==> src/rtl/pspr_pkg.sv <==
// Shared types and constants for the PCM sample packer ring buffer.
// Used by pspr_fmt, the top-level module and the testbench; depends on nothing.
`default_nettype none

package pspr_pkg;

    localparam int BUFFER_BYTES_DEF = 8192;
    localparam int READ_MAX_DEF     = 64;

    localparam int SAMPLE_W   = 24;
    localparam int WORD_W     = 32;
    localparam int FILL_W     = 13;
    localparam int LEN_W      = 7;
    localparam int ACTION_W   = 2;
    localparam int CFG_IDX_W  = 2;
    localparam int CFG_DATA_W = 3;

    localparam logic [ACTION_W-1:0] ACT_PUSH  = 2'd0;
    localparam logic [ACTION_W-1:0] ACT_READ  = 2'd1;
    localparam logic [ACTION_W-1:0] ACT_CLEAR = 2'd2;

    localparam logic [CFG_IDX_W-1:0] CFG_BYTES_PER_WORD = 2'd0;
    localparam logic [CFG_IDX_W-1:0] CFG_UNSIGNED_MODE  = 2'd1;
    localparam logic [CFG_IDX_W-1:0] CFG_BIG_ENDIAN     = 2'd2;

    localparam logic [2:0] BYTES_PER_WORD_RST = 3'd2;

    typedef struct packed {
        logic [2:0] bytes_per_word;
        logic       unsigned_mode;
        logic       big_endian;
    } cfg_t;

    typedef struct packed {
        logic [WORD_W-1:0] word;
        logic [2:0]        nbytes;
    } fmt_t;

endpackage

`default_nettype wire

==> src/rtl/pspr_fmt.sv <==
// Sample formatter: turns a Q1.23 sample into a PCM word of one to four bytes.
// Depends on pspr_pkg.
`default_nettype none

module pspr_fmt (
    input  wire pspr_pkg::cfg_t                     cfg,
    input  wire logic signed [pspr_pkg::SAMPLE_W-1:0] sample_value,
    output pspr_pkg::fmt_t                          fmt
);

    logic [2:0]                    nbytes;
    logic signed [24:0]            sx;
    logic signed [24:0]            q8;
    logic signed [24:0]            q16;
    logic [23:0]                   u;
    logic [pspr_pkg::WORD_W-1:0]   word;

    always_comb
    begin
        unique case (cfg.bytes_per_word) inside
            3'd0, 3'd1:             nbytes = 3'd1;
            3'd2:                   nbytes = 3'd2;
            3'd3:                   nbytes = 3'd3;
            3'd4, 3'd5, 3'd6, 3'd7: nbytes = 3'd4;
            default:                nbytes = 3'd4;
        endcase
    end

    // Negative samples get a bias so the arithmetic shift rounds toward zero.
    assign sx  = {sample_value[23], sample_value};
    assign q8  = (sx + (sample_value[23] ? 25'sh0000FF : 25'sh0)) >>> 8;
    assign q16 = (sx + (sample_value[23] ? 25'sh00FFFF : 25'sh0)) >>> 16;
    assign u   = {~sample_value[23], sample_value[22:0]};

    always_comb
    begin
        word = '0;
        if (cfg.unsigned_mode)
        begin
            unique case (nbytes)
                3'd1:    word = {24'd0, u[23:16]};
                3'd2:    word = {16'd0, u[23:8]};
                3'd3:    word = {8'd0, u};
                default: word = {u, 8'd0};
            endcase
        end
        else
        begin
            unique case (nbytes)
                3'd1:    word = {24'd0, q16[7:0]};
                3'd2:    word = {16'd0, q8[15:0]};
                3'd3:    word = {8'd0, sample_value};
                default: word = {sample_value, 8'd0};
            endcase
        end
    end

    assign fmt.word   = word;
    assign fmt.nbytes = nbytes;

endmodule

`default_nettype wire

==> config.mk <==
export PLATFORM = sky130hd
export DESIGN_NAME = pspr_fmt
export DESIGN_NICKNAME = d
export VERILOG_FILES = /design/src/rtl/pspr_pkg.sv /design/src/rtl/pspr_fmt.sv
export SDC_FILE = /design/constraint.sdc
export NUM_CORES = 1
export LEC_CHECK = 0
export ABC_CLOCK_PERIOD_IN_PS = 2200
export CORE_MARGIN = 2
export CORE_UTILIZATION = 35
export DETAILED_ROUTE_END_ITERATION = 8
export DONT_BUFFER_PORTS = 1
export PLACE_DENSITY = 0.57
export SETUP_SLACK_MARGIN = 0.3
export SLEW_MARGIN = 40
export SYNTH_ARGS = -nofsm -noshare
export SYNTH_HDL_FRONTEND = slang
export SYNTH_SLANG_ARGS = --single-unit
==> constraint.sdc <==
create_clock -name vclk -period 2.2
set_input_delay 0.22 -clock vclk [all_inputs]
set_output_delay 0.22 -clock vclk [all_outputs]
set_load 0.02 [all_outputs]
# [Yosys cells after proc, flatten, opt, wreduce, memory -nomap -nowiden]
# Cells that the tools add are included.
[op_classes] shift=0 muxes=6 mul=0 n_div=0 add_sub_neg=2 n_reduce_logical=2 bitwise_logic=1 eq_ne=6 order_cmp=0
[ops] op="$pmux W32 S3" count=2
[ops] op="$mux W32" count=1
[ops] op="$add A24 B17 Y24" count=1
[ops] op="$add A24 B9 Y24" count=1
[ops] op="$mux W16" count=1
[ops] op="$eq A3 B2 Y1 const B" count=4
[ops] op="$pmux W3 S3" count=1
[ops] op="$mux W8" count=1
[ops] op="$eq A3 B1 Y1 const B" count=2
[ops] op="$logic_not A3 Y1" count=1
[ops] op="$reduce_or A2 Y1" count=1
[ops] op="$not A1 Y1" count=1
[word_totals] latch_bits=0 mem_count=0 romBits=0 ramBits=0 output_inout_bits=35 register_bits=0 elab_cells=17

# [Longest topological paths before layout]
# Gate-level depths: netlist of the first run.
[depth] word_depth=6 mapped_depth=9 depth_no_buf=8

# [Worst setup path after synthesis of the first run]
# OpenSTA, ideal clock, no wires.
[synth_timing] path_kind="input-to-output" startpoint="input port sample_value[6] in the netlist's numbering" endpoint="output port fmt[13] in the netlist's numbering" slack_ns=-0.083 arrival_time_ns=2.063 stages=8 path_buffers=1 required_ns=1.980 path_cell_list="ha_1 > nand3_1 > a21oi_2 > a31oi_4 > nor4_4 > buf_4 > nand3_1 > o311ai_1"
[synth_lines] item="from (decl)" line_no="pspr_fmt.sv:7" source="input wire logic signed [pspr_pkg::SAMPLE_W-1:0] sample_value,"
[synth_lines] item="to (decl)" line_no="pspr_fmt.sv:8" source="output pspr_pkg::fmt_t fmt"

==> flow_summary.yaml, run 1 <==
run_status:
  outcome: "finished, final reports clean"
die:
  core_mm2: 0.00438
  fp.dieW_um: 71.5
  initial_core_util_pct: 36.3
  ioPinCount: 64
  row_count: 24
  dieHeight_um: 71.5
  die_area_mm2: 0.00511
finish:
  num-clock-buffers: 0
  synthToLayoutAreaGrowth_pct: 46.5
  design.seq.count: 0
  final-seq-area_um2: 0
  layout_commonest_cell: "sky130_fd_sc_hd__nand2_1"
  design_area_mm2: 0.00233
  most_frequent_cells_in_the_layout: "sky130_fd_sc_hd__nand2_1, sky130_fd_sc_hd__buf_4, sky130_fd_sc_hd__a21oi_1"
  nNetsFinal: 300
  num_antenna_cells: 0
  layout.core_utilization_pct: 53.2
  final_layout_size_suffix_gt1_share_pct: 37.8
routing:
  dr.first_iter.drc_count: 178
  vias: 1987
  detail-route-antenna-nets: 0
  drt-total-wl_mm: 6.26
  post_drt_via_cell_ratio: 6.49
  wl_per_cell_um: 20.5
  dr.pass1.iters: 4
  remaining_drc_errors: 0
sta:
  tightest_slew_ps: 694
  period_minus_slack_ps: 2150
  timing.final.crit_share_pct: 97.7
  achievable-frequency_mhz: 465
  final_critical_path_setup_slack_ps: 50.0
  finalHoldViolations: 0
  report.final.setup_viol: 0
  maxSlewViolCount: 0
  setup_repair_after_global_routing_missed_its_margin: "true"
  relSlewSlack_pct: 53.5
  worst_case_hold_slack_ps: 444
synth:
  synthesis.yosys.warnings: 0
  dominant_combinational_cell_family_by_area_after_synthesis: "compound AO/OA/AOI/OAI gates"
  synth.area.mux_share_pct: 5.18
  synth.top_cells.by_area: "sky130_fd_sc_hd__ha_1, sky130_fd_sc_hd__nand2_1, sky130_fd_sc_hd__a21oi_1"
  yosysSeqAreaShare_pct: 0
  syn-instance-count: 248
  post_synth.cell_area_avg_um2: 6.42
  synthesis.area_mm2: 0.00159
  synth-compound-area-share_pct: 36.4
  area_share_of_the_largest_cell_type_after_synthesis_pct: 11.8
  synth-adder-area-share_pct: 11.8
  synthXorXnorAreaFrac_pct: 6.05
  synth_top_area_cell: "sky130_fd_sc_hd__ha_1"
  synth_simple_gate_area_share_pct: 32.4
  post_synth_num_cell_types: 49
  synth_fp_nets: 292
setup_path:
  crit_chain: "ha_4 > nand4_1 > nor3_2 > nand4_1 > nand3_4 > xor2_2 > a21oi_2 > a221oi_2 > buf_4"
  worst_ep_required_ps: 1980
  path_buf_inv: 1
  slowest_stage: "sky130_fd_sc_hd__a221oi_2"
  endpoint_kind: "primary output"
  critical-path-top-cell-by-count: "sky130_fd_sc_hd__nand4_1"
  timing.setup.critical_path_class: "input port to primary output"
  timing.critical_path.max_delay_family: "simple AND/OR/NAND/NOR gates"
  worst_ep_arrival_time_ps: 1930
  worst-path-max-fanout: 7
  worst_path_largest_cell_delay_ps: 290
  worstSetupStartpointType: "input port"
hold_path:
  hold_depth: 0
  hold_path_startpoint: "cfg[4]"
  hold_path_class: "input port to primary output"
  hold_end: "fmt[2]"
place:
  post_detailed_placement_half_perimeter_wirelength_mm: 4.41
  io_buffers: 0
  placed_area_mm2: 0.00198
  finalWeightedCongestion: 0.792
  detailedPlace.worstSlack_ps: 56.0
global_route:
  globalRouteTotalUtil_pct: 23.0
  grt_pass1_wl_mm: 9.69
  number_of_antenna_violations_at_the_first_check_in_global_routing: 0
  first_global_vias: 1818
  grt_overflow: 0
  grt_max_degree: 42
clock_network:
  cts.hold.buffers_added: 0
power:
  power-per-cell-area_mw_per_mm2: 196
  max-vdd-ir-drop_mv: 0.114
  static-leakage-power_nw: 0.874
flow_run:
  maxCapViolations: 0
synth_stat cells (all sizes together) (2+ instances only):
master  instances
nand3          14
and2            8
ha             15
nor2            9
a211oi          5
buf             4
and4            2
clkbuf         21
a31o            2
nand4           3
inv             7
a21oi          23
or4             2
a32oi           2
o21ai          14
nor3            8
a221o           2
mux2i           6
xnor2           3
nand2b          7
a31oi           8
and3            6
o21a            2
o221ai          4
a21o            2
mux2            2
nand2          34
a221oi          3
a22o            9
xor2            8
o311ai          2
kinds of logic after synthesis:
group	after synthesis
multiplexers	8
adder cells (fa/ha/maj)	15
buffers and inverters	32
AND/OR/NAND/NOR	99
AO/OA/AOI/OAI	83
XOR/XNOR	11
routing by layer:
metal,global-route usage [%],vias to the layer above,part of all wire [%]
li1,-,944,-
met1,32.2,956,41
met2,39.4,80,49
met3,2.53,7,8.8
met4,2.31,0,1.4
met5,0,-,0
through the flow:
step | power (mW) | TNS, ps | instances
detailed placement | 0.377 | 0 | 290
global route | 0.491 | -506 | 306
finish | 0.457 | 0 | 306
global placement | 0.371 | 0 | 290
floorplan | 0.348 | 0 | 248
CTS | 0.428 | 0 | 297
where the power goes:
| part | internal [mW] | switching [mW] |
|---|---|---|
| Clock | 0 | 0 |
| Combinational | 0.217 | 0.240 |
| Sequential | 0 | 0 |
how the worst max path moves through the flow:
stage                     startpoint       to  slack [ps]  cells past startpoint
floorplan           sample_value[23]  fmt[14]         180                      8
global placement    sample_value[13]   fmt[5]          90                      9
detailed placement  sample_value[23]  fmt[13]          60                      9
CTS                 sample_value[23]   fmt[6]          80                      9
global route        sample_value[15]   fmt[3]        -100                      9
finish              sample_value[15]   fmt[3]          50                      9
area by class of cell:
cell class | count | area [um^2]
fill | 426 | 2050
multi-input combinational | 216 | 1980
timing repair buffer | 31 | 259
inverter | 7 | 26.3
tap | 52 | 65.1
repair_timing:
item	4_1_cts	5_1_grt
buffers inserted	7	8
hold endpoints to repair	0	0
setup endpoints to repair	16	16
resized for setup	23	19
cloned	0	1
pin swaps	19	15
Power figures use the tool's default switching activity.
==> run 2: changes to the inputs <==
--- a/config.mk
+++ b/config.mk
@@ -7,10 +7,10 @@
 export LEC_CHECK = 0
 export ABC_CLOCK_PERIOD_IN_PS = 2200
 export CORE_MARGIN = 2
-export CORE_UTILIZATION = 35
+export CORE_UTILIZATION = 33
 export DETAILED_ROUTE_END_ITERATION = 8
 export DONT_BUFFER_PORTS = 1
-export PLACE_DENSITY = 0.57
+export PLACE_DENSITY = 0.55
 export SETUP_SLACK_MARGIN = 0.3
 export SLEW_MARGIN = 40
 export SYNTH_ARGS = -nofsm -noshare
==> flow_summary.yaml, run 2 (synthesized netlist as in run 1, its figures left out) <==
routing:
  drt-total-wl_mm: 6.15
  remaining_drc_errors: 0
  vias: 1949
  detail-route-antenna-nets: 0
  dr.pass1.iters: 4
  post_drt_via_cell_ratio: 6.43
  dr.first_iter.drc_count: 207
  wl_per_cell_um: 20.3
setup_path:
  endpoint_kind: "primary output"
  worst-path-max-fanout: 6
  endpoint: "fmt[5]"
  timing.setup.critical_path_class: "input port to primary output"
  worstSetupStartpointType: "input port"
  worst_ep_arrival_time_ps: 1950
  crit_startpoint: "sample_value[15]"
  worst_ep_required_ps: 1980
sta:
  timing.final.crit_share_pct: 98.6
  fin_setup_tns_ps: 0
  relSlewSlack_pct: 61.0
  setup_repair_after_global_routing_missed_its_margin: "true"
  maxSlewViolCount: 0
  period_minus_slack_ps: 2170
  report.final.setup_viol: 0
  achievable-frequency_mhz: 461
  finalHoldViolations: 0
  final_critical_path_setup_slack_ps: 30.2
  tightest_slew_ps: 585
place:
  detailedPlace.worstSlack_ps: 96.7
  placed_area_mm2: 0.00198
  finalWeightedCongestion: 0.807
  place.detailed.instances: 291
  post_detailed_placement_half_perimeter_wirelength_mm: 4.38
  io_buffers: 0
finish:
  nNetsFinal: 295
  layout_commonest_cell: "sky130_fd_sc_hd__nand2_1"
  num-clock-buffers: 0
  final_layout_size_suffix_gt1_share_pct: 37.8
  most_frequent_cells_in_the_layout: "sky130_fd_sc_hd__nand2_1, sky130_fd_sc_hd__buf_4, sky130_fd_sc_hd__a21oi_1"
  synthToLayoutAreaGrowth_pct: 48.1
  num_antenna_cells: 0
  layout.core_utilization_pct: 50.3
  num-fill-cells: 455
  design.seq.count: 0
  layout.cells.non_filler: 303
  final-seq-area_um2: 0
  design_area_mm2: 0.00236
run_status:
  outcome: "finished, final reports clean"
die:
  ioPinCount: 64
  die_area_mm2: 0.00540
  dieHeight_um: 73.5
  core_mm2: 0.00469
  initial_core_util_pct: 33.9
  fp.dieW_um: 73.5
  row_count: 25
power:
  clock_power_share_pct: 0
  power.share.switching_pct: 51.9
  p_comb_share_pct: 100.0
  total_switching_power_mw: 0.245
  static-leakage-power_nw: 0.855
  internal-power_mw: 0.227
  power-per-cell-area_mw_per_mm2: 200
  max-vdd-ir-drop_mv: 0.0878
  power.share.sequential_pct: 0
hold_path:
  hold_path_class: "input port to primary output"
global_route:
  globalRouteTotalUtil_pct: 21.5
  grt_overflow: 0
  first_global_vias: 1737
  grt_pass1_wl_mm: 9.40
  grt_max_degree: 42
  number_of_antenna_violations_at_the_first_check_in_global_routing: 0
flow_run:
  maxCapViolations: 0
## run 2: cell count changes in the layout (fill, tap and decap cells not counted), moves of 2 or more
cell and change:
sky130_fd_sc_hd__a21oi_1 -2, sky130_fd_sc_hd__buf_12 +2, sky130_fd_sc_hd__buf_4 -6, sky130_fd_sc_hd__buf_6 -2
## run 2: per-stage QoR
step	total power [mW]	hold WS, ps
final	0.471	441
after global routing	0.508	441
after CTS	0.417	441
after floorplan	0.348	563
after detailed placement	0.373	441
after global placement	0.368	441
## run 2: how the worst min path moves through the flow
stage | startpoint | endpoint | slack (ps) | depth (start not counted)
2_1_floorplan | sample_value[18] | fmt[13] | 560 | 1
3_3_place_gp | cfg[4] | fmt[2] | 440 | 0
3_5_place_dp | cfg[4] | fmt[2] | 440 | 0
4_1_cts | cfg[4] | fmt[2] | 440 | 0
5_1_grt | cfg[4] | fmt[2] | 440 | 0
6_report | cfg[4] | fmt[2] | 440 | 0
## run 2: power groups by stage
stage / clock network, mW / logic (mW) / registers (mW)
after floorplan: 0 / 0.348 / 0
after global placement: 0 / 0.368 / 0
after detailed placement: 0 / 0.373 / 0
after CTS: 0 / 0.417 / 0
after global routing: 0 / 0.508 / 0
final: 0 / 0.471 / 0
## run 2: metal layers
metal  vias up  GRT usage (%)  part of all wire, %
li1        932              -                    -
met1       939           32.1                   43
met2        76           34.2                   48
met3         2           2.74                  8.8
met4         0           1.62                 0.37
met5         -              0                    0
## run 2: worst max-delay path, stage by stage
cell	delay, ps
sky130_fd_sc_hd__ha_4	250
sky130_fd_sc_hd__nand4_1	130
sky130_fd_sc_hd__nor3_2	200
sky130_fd_sc_hd__nand4_1	190
sky130_fd_sc_hd__nand3_4	190
sky130_fd_sc_hd__buf_6	120
sky130_fd_sc_hd__a31o_4	130
sky130_fd_sc_hd__a32oi_2	100
sky130_fd_sc_hd__a211oi_2	240
sky130_fd_sc_hd__buf_4	170
## run 2: area by class of cell
cell class         instances  area [um^2]  area share [%]
multi-input cells        216         2020            85.6
inverters                  7         26.3            1.11
well taps                 54         67.6            2.86
repair buffers            26          246            10.5
## run 2: repair_timing
action / in CTS / in global routing
buffers inserted: 6 / 5
hold buffers: 0 / 0
resized for setup: 18 / 29
cloned: 0 / 1
pin swaps: 12 / 21
setup endpoints to repair: 15 / 16
==> run 3: changes to the inputs <==
--- a/config.mk
+++ b/config.mk
@@ -6,11 +6,10 @@
 export NUM_CORES = 1
 export LEC_CHECK = 0
 export ABC_CLOCK_PERIOD_IN_PS = 2200
+export BUFFER_PORTS_ARGS = -buffer_cell sky130_fd_sc_hd__buf_2
 export CORE_MARGIN = 2
 export CORE_UTILIZATION = 33
 export DETAILED_ROUTE_END_ITERATION = 8
-export DONT_BUFFER_PORTS = 1
-export PLACE_DENSITY = 0.55
 export SETUP_SLACK_MARGIN = 0.3
 export SLEW_MARGIN = 40
 export SYNTH_ARGS = -nofsm -noshare
==> flow_summary.yaml, run 3 (synthesized netlist as in run 1, its figures left out) <==
run_status:
  outcome: "finished, violations left"
  failed_checks: "setup timing"
die:
  fp.dieW_um: 73.5
  ioPinCount: 64
  die_area_mm2: 0.00540
  dieHeight_um: 73.5
  initial_core_util_pct: 33.9
  row_count: 25
  core_mm2: 0.00469
finish:
  final-seq-area_um2: 0
  synthToLayoutAreaGrowth_pct: 84.8
  most_frequent_cells_in_the_layout: "sky130_fd_sc_hd__buf_4, sky130_fd_sc_hd__buf_2, sky130_fd_sc_hd__nand2_1"
  nNetsFinal: 388
  layout_commonest_cell: "sky130_fd_sc_hd__buf_4"
  num-clock-buffers: 0
  area_of_combinational_cells_with_multiple_inputs_mm2: 0.00197
  final_layout_size_suffix_gt1_share_pct: 53.8
  layout.cells.non_filler: 396
  num-fill-cells: 408
  num_antenna_cells: 0
  layout.core_utilization_pct: 62.7
  design.seq.count: 0
sta:
  report.final.setup_viol: 16
  finalHoldViolations: 0
  final_critical_path_setup_slack_ps: -346
  maxSlewViolCount: 0
  period_minus_slack_ps: 2550
  setup_repair_after_global_routing_missed_its_margin: "true"
  tightest_slew_ps: 477
  timing.final.crit_share_pct: 116
  relSlewSlack_pct: 68.2
  achievable-frequency_mhz: 393
hold_path:
  hold_path_class: "input port to primary output"
  hold_depth: 4
  hold_path_startpoint: "sample_value[0]"
  hold_end: "fmt[11]"
place:
  post_detailed_placement_half_perimeter_wirelength_mm: 5.00
  io_buffers: 63
  finalWeightedCongestion: 0.909
  place.detailed.instances: 386
global_route:
  grt_max_degree: 30
  first_global_vias: 2259
  number_of_antenna_violations_at_the_first_check_in_global_routing: 0
  grt_pass1_wl_mm: 10.8
  globalRouteTotalUtil_pct: 24.9
  grt_overflow: 0
setup_path:
  worst-path-max-fanout: 7
  crit_startpoint: "sample_value[23]"
  worstSetupStartpointType: "input port"
  worst_ep_required_ps: 1980
  worst_ep_arrival_time_ps: 2330
  endpoint_kind: "primary output"
  timing.setup.critical_path_class: "input port to primary output"
routing:
  dr.pass1.iters: 4
  wl_per_cell_um: 17.2
  remaining_drc_errors: 0
  drt-total-wl_mm: 6.81
  detail-route-antenna-nets: 0
  vias: 2348
  post_drt_via_cell_ratio: 5.93
  dr.first_iter.drc_count: 271
power:
  totalPowerFinal_mw: 0.667
  power-per-cell-area_mw_per_mm2: 227
  static-leakage-power_nw: 1.28
  max-vdd-ir-drop_mv: 0.109
clock_network:
  cts.hold.buffers_added: 0
flow_run:
  maxCapViolations: 0
## run 3: changes by cell type in the layout (fill, tap and decap cells not counted), sizes merged
cell	change
buf	+93
## run 3: how the worst max path moves through the flow
stage                          to  cells past startpoint
after floorplan           fmt[14]                      8
after global placement     fmt[7]                     12
after detailed placement   fmt[7]                     12
after CTS                  fmt[3]                     12
after global routing       fmt[3]                     12
final                      fmt[7]                     12
## run 3: worst max-delay path, cell delays in order
cell	delay, ps
sky130_fd_sc_hd__buf_8	110
sky130_fd_sc_hd__buf_12	140
sky130_fd_sc_hd__buf_8	130
sky130_fd_sc_hd__ha_4	250
sky130_fd_sc_hd__nand4_1	170
sky130_fd_sc_hd__buf_4	190
sky130_fd_sc_hd__o211a_4	250
sky130_fd_sc_hd__nand3_4	140
sky130_fd_sc_hd__nand2_2	90
sky130_fd_sc_hd__mux2i_2	170
sky130_fd_sc_hd__a311oi_4	280
sky130_fd_sc_hd__buf_6	160
## run 3: what timing repair did
action,CTS,global route
resized for setup,60,5
setup endpoints to repair,16,16
pin swaps,22,9
setup buffers,7,2
gates cloned,1,0
## run 3: cell type report
type / count / share of cell area, %
inverter: 7 / 0.893
multi-input combinational: 216 / 66.9
tap: 54 / 2.30
timing repair buffer: 119 / 29.9
## run 3: per-stage QoR
step	setup slack, ps	cell area (um^2)	hold slack, ps	setup TNS [ps]
6_report	-346	2940	853	-3940
5_1_grt	-416	2940	865	-5030
4_1_cts	-292	2910	846	-3590
3_5_place_dp	-354	2540	866	-3830
3_3_place_gp	-281	2540	858	-3040
2_1_floorplan	179	1910	563	0
## run 3: routing by layer
layer | routed length [um] | part of all wire (%) | vias to the layer above | global-route usage, %
li1 | - | - | 1122 | -
met1 | 2930 | 43 | 1111 | 34.4
met2 | 3430 | 50 | 105 | 43.1
met3 | 359 | 5.3 | 10 | 1.23
met4 | 89 | 1.3 | 0 | 4.44
met5 | 0 | 0 | - | 0
## run 3: where the power goes
part           total, mW  switching [mW]  internal, mW
clock                  0               0             0
combinational      0.667           0.365         0.302
sequential             0               0             0
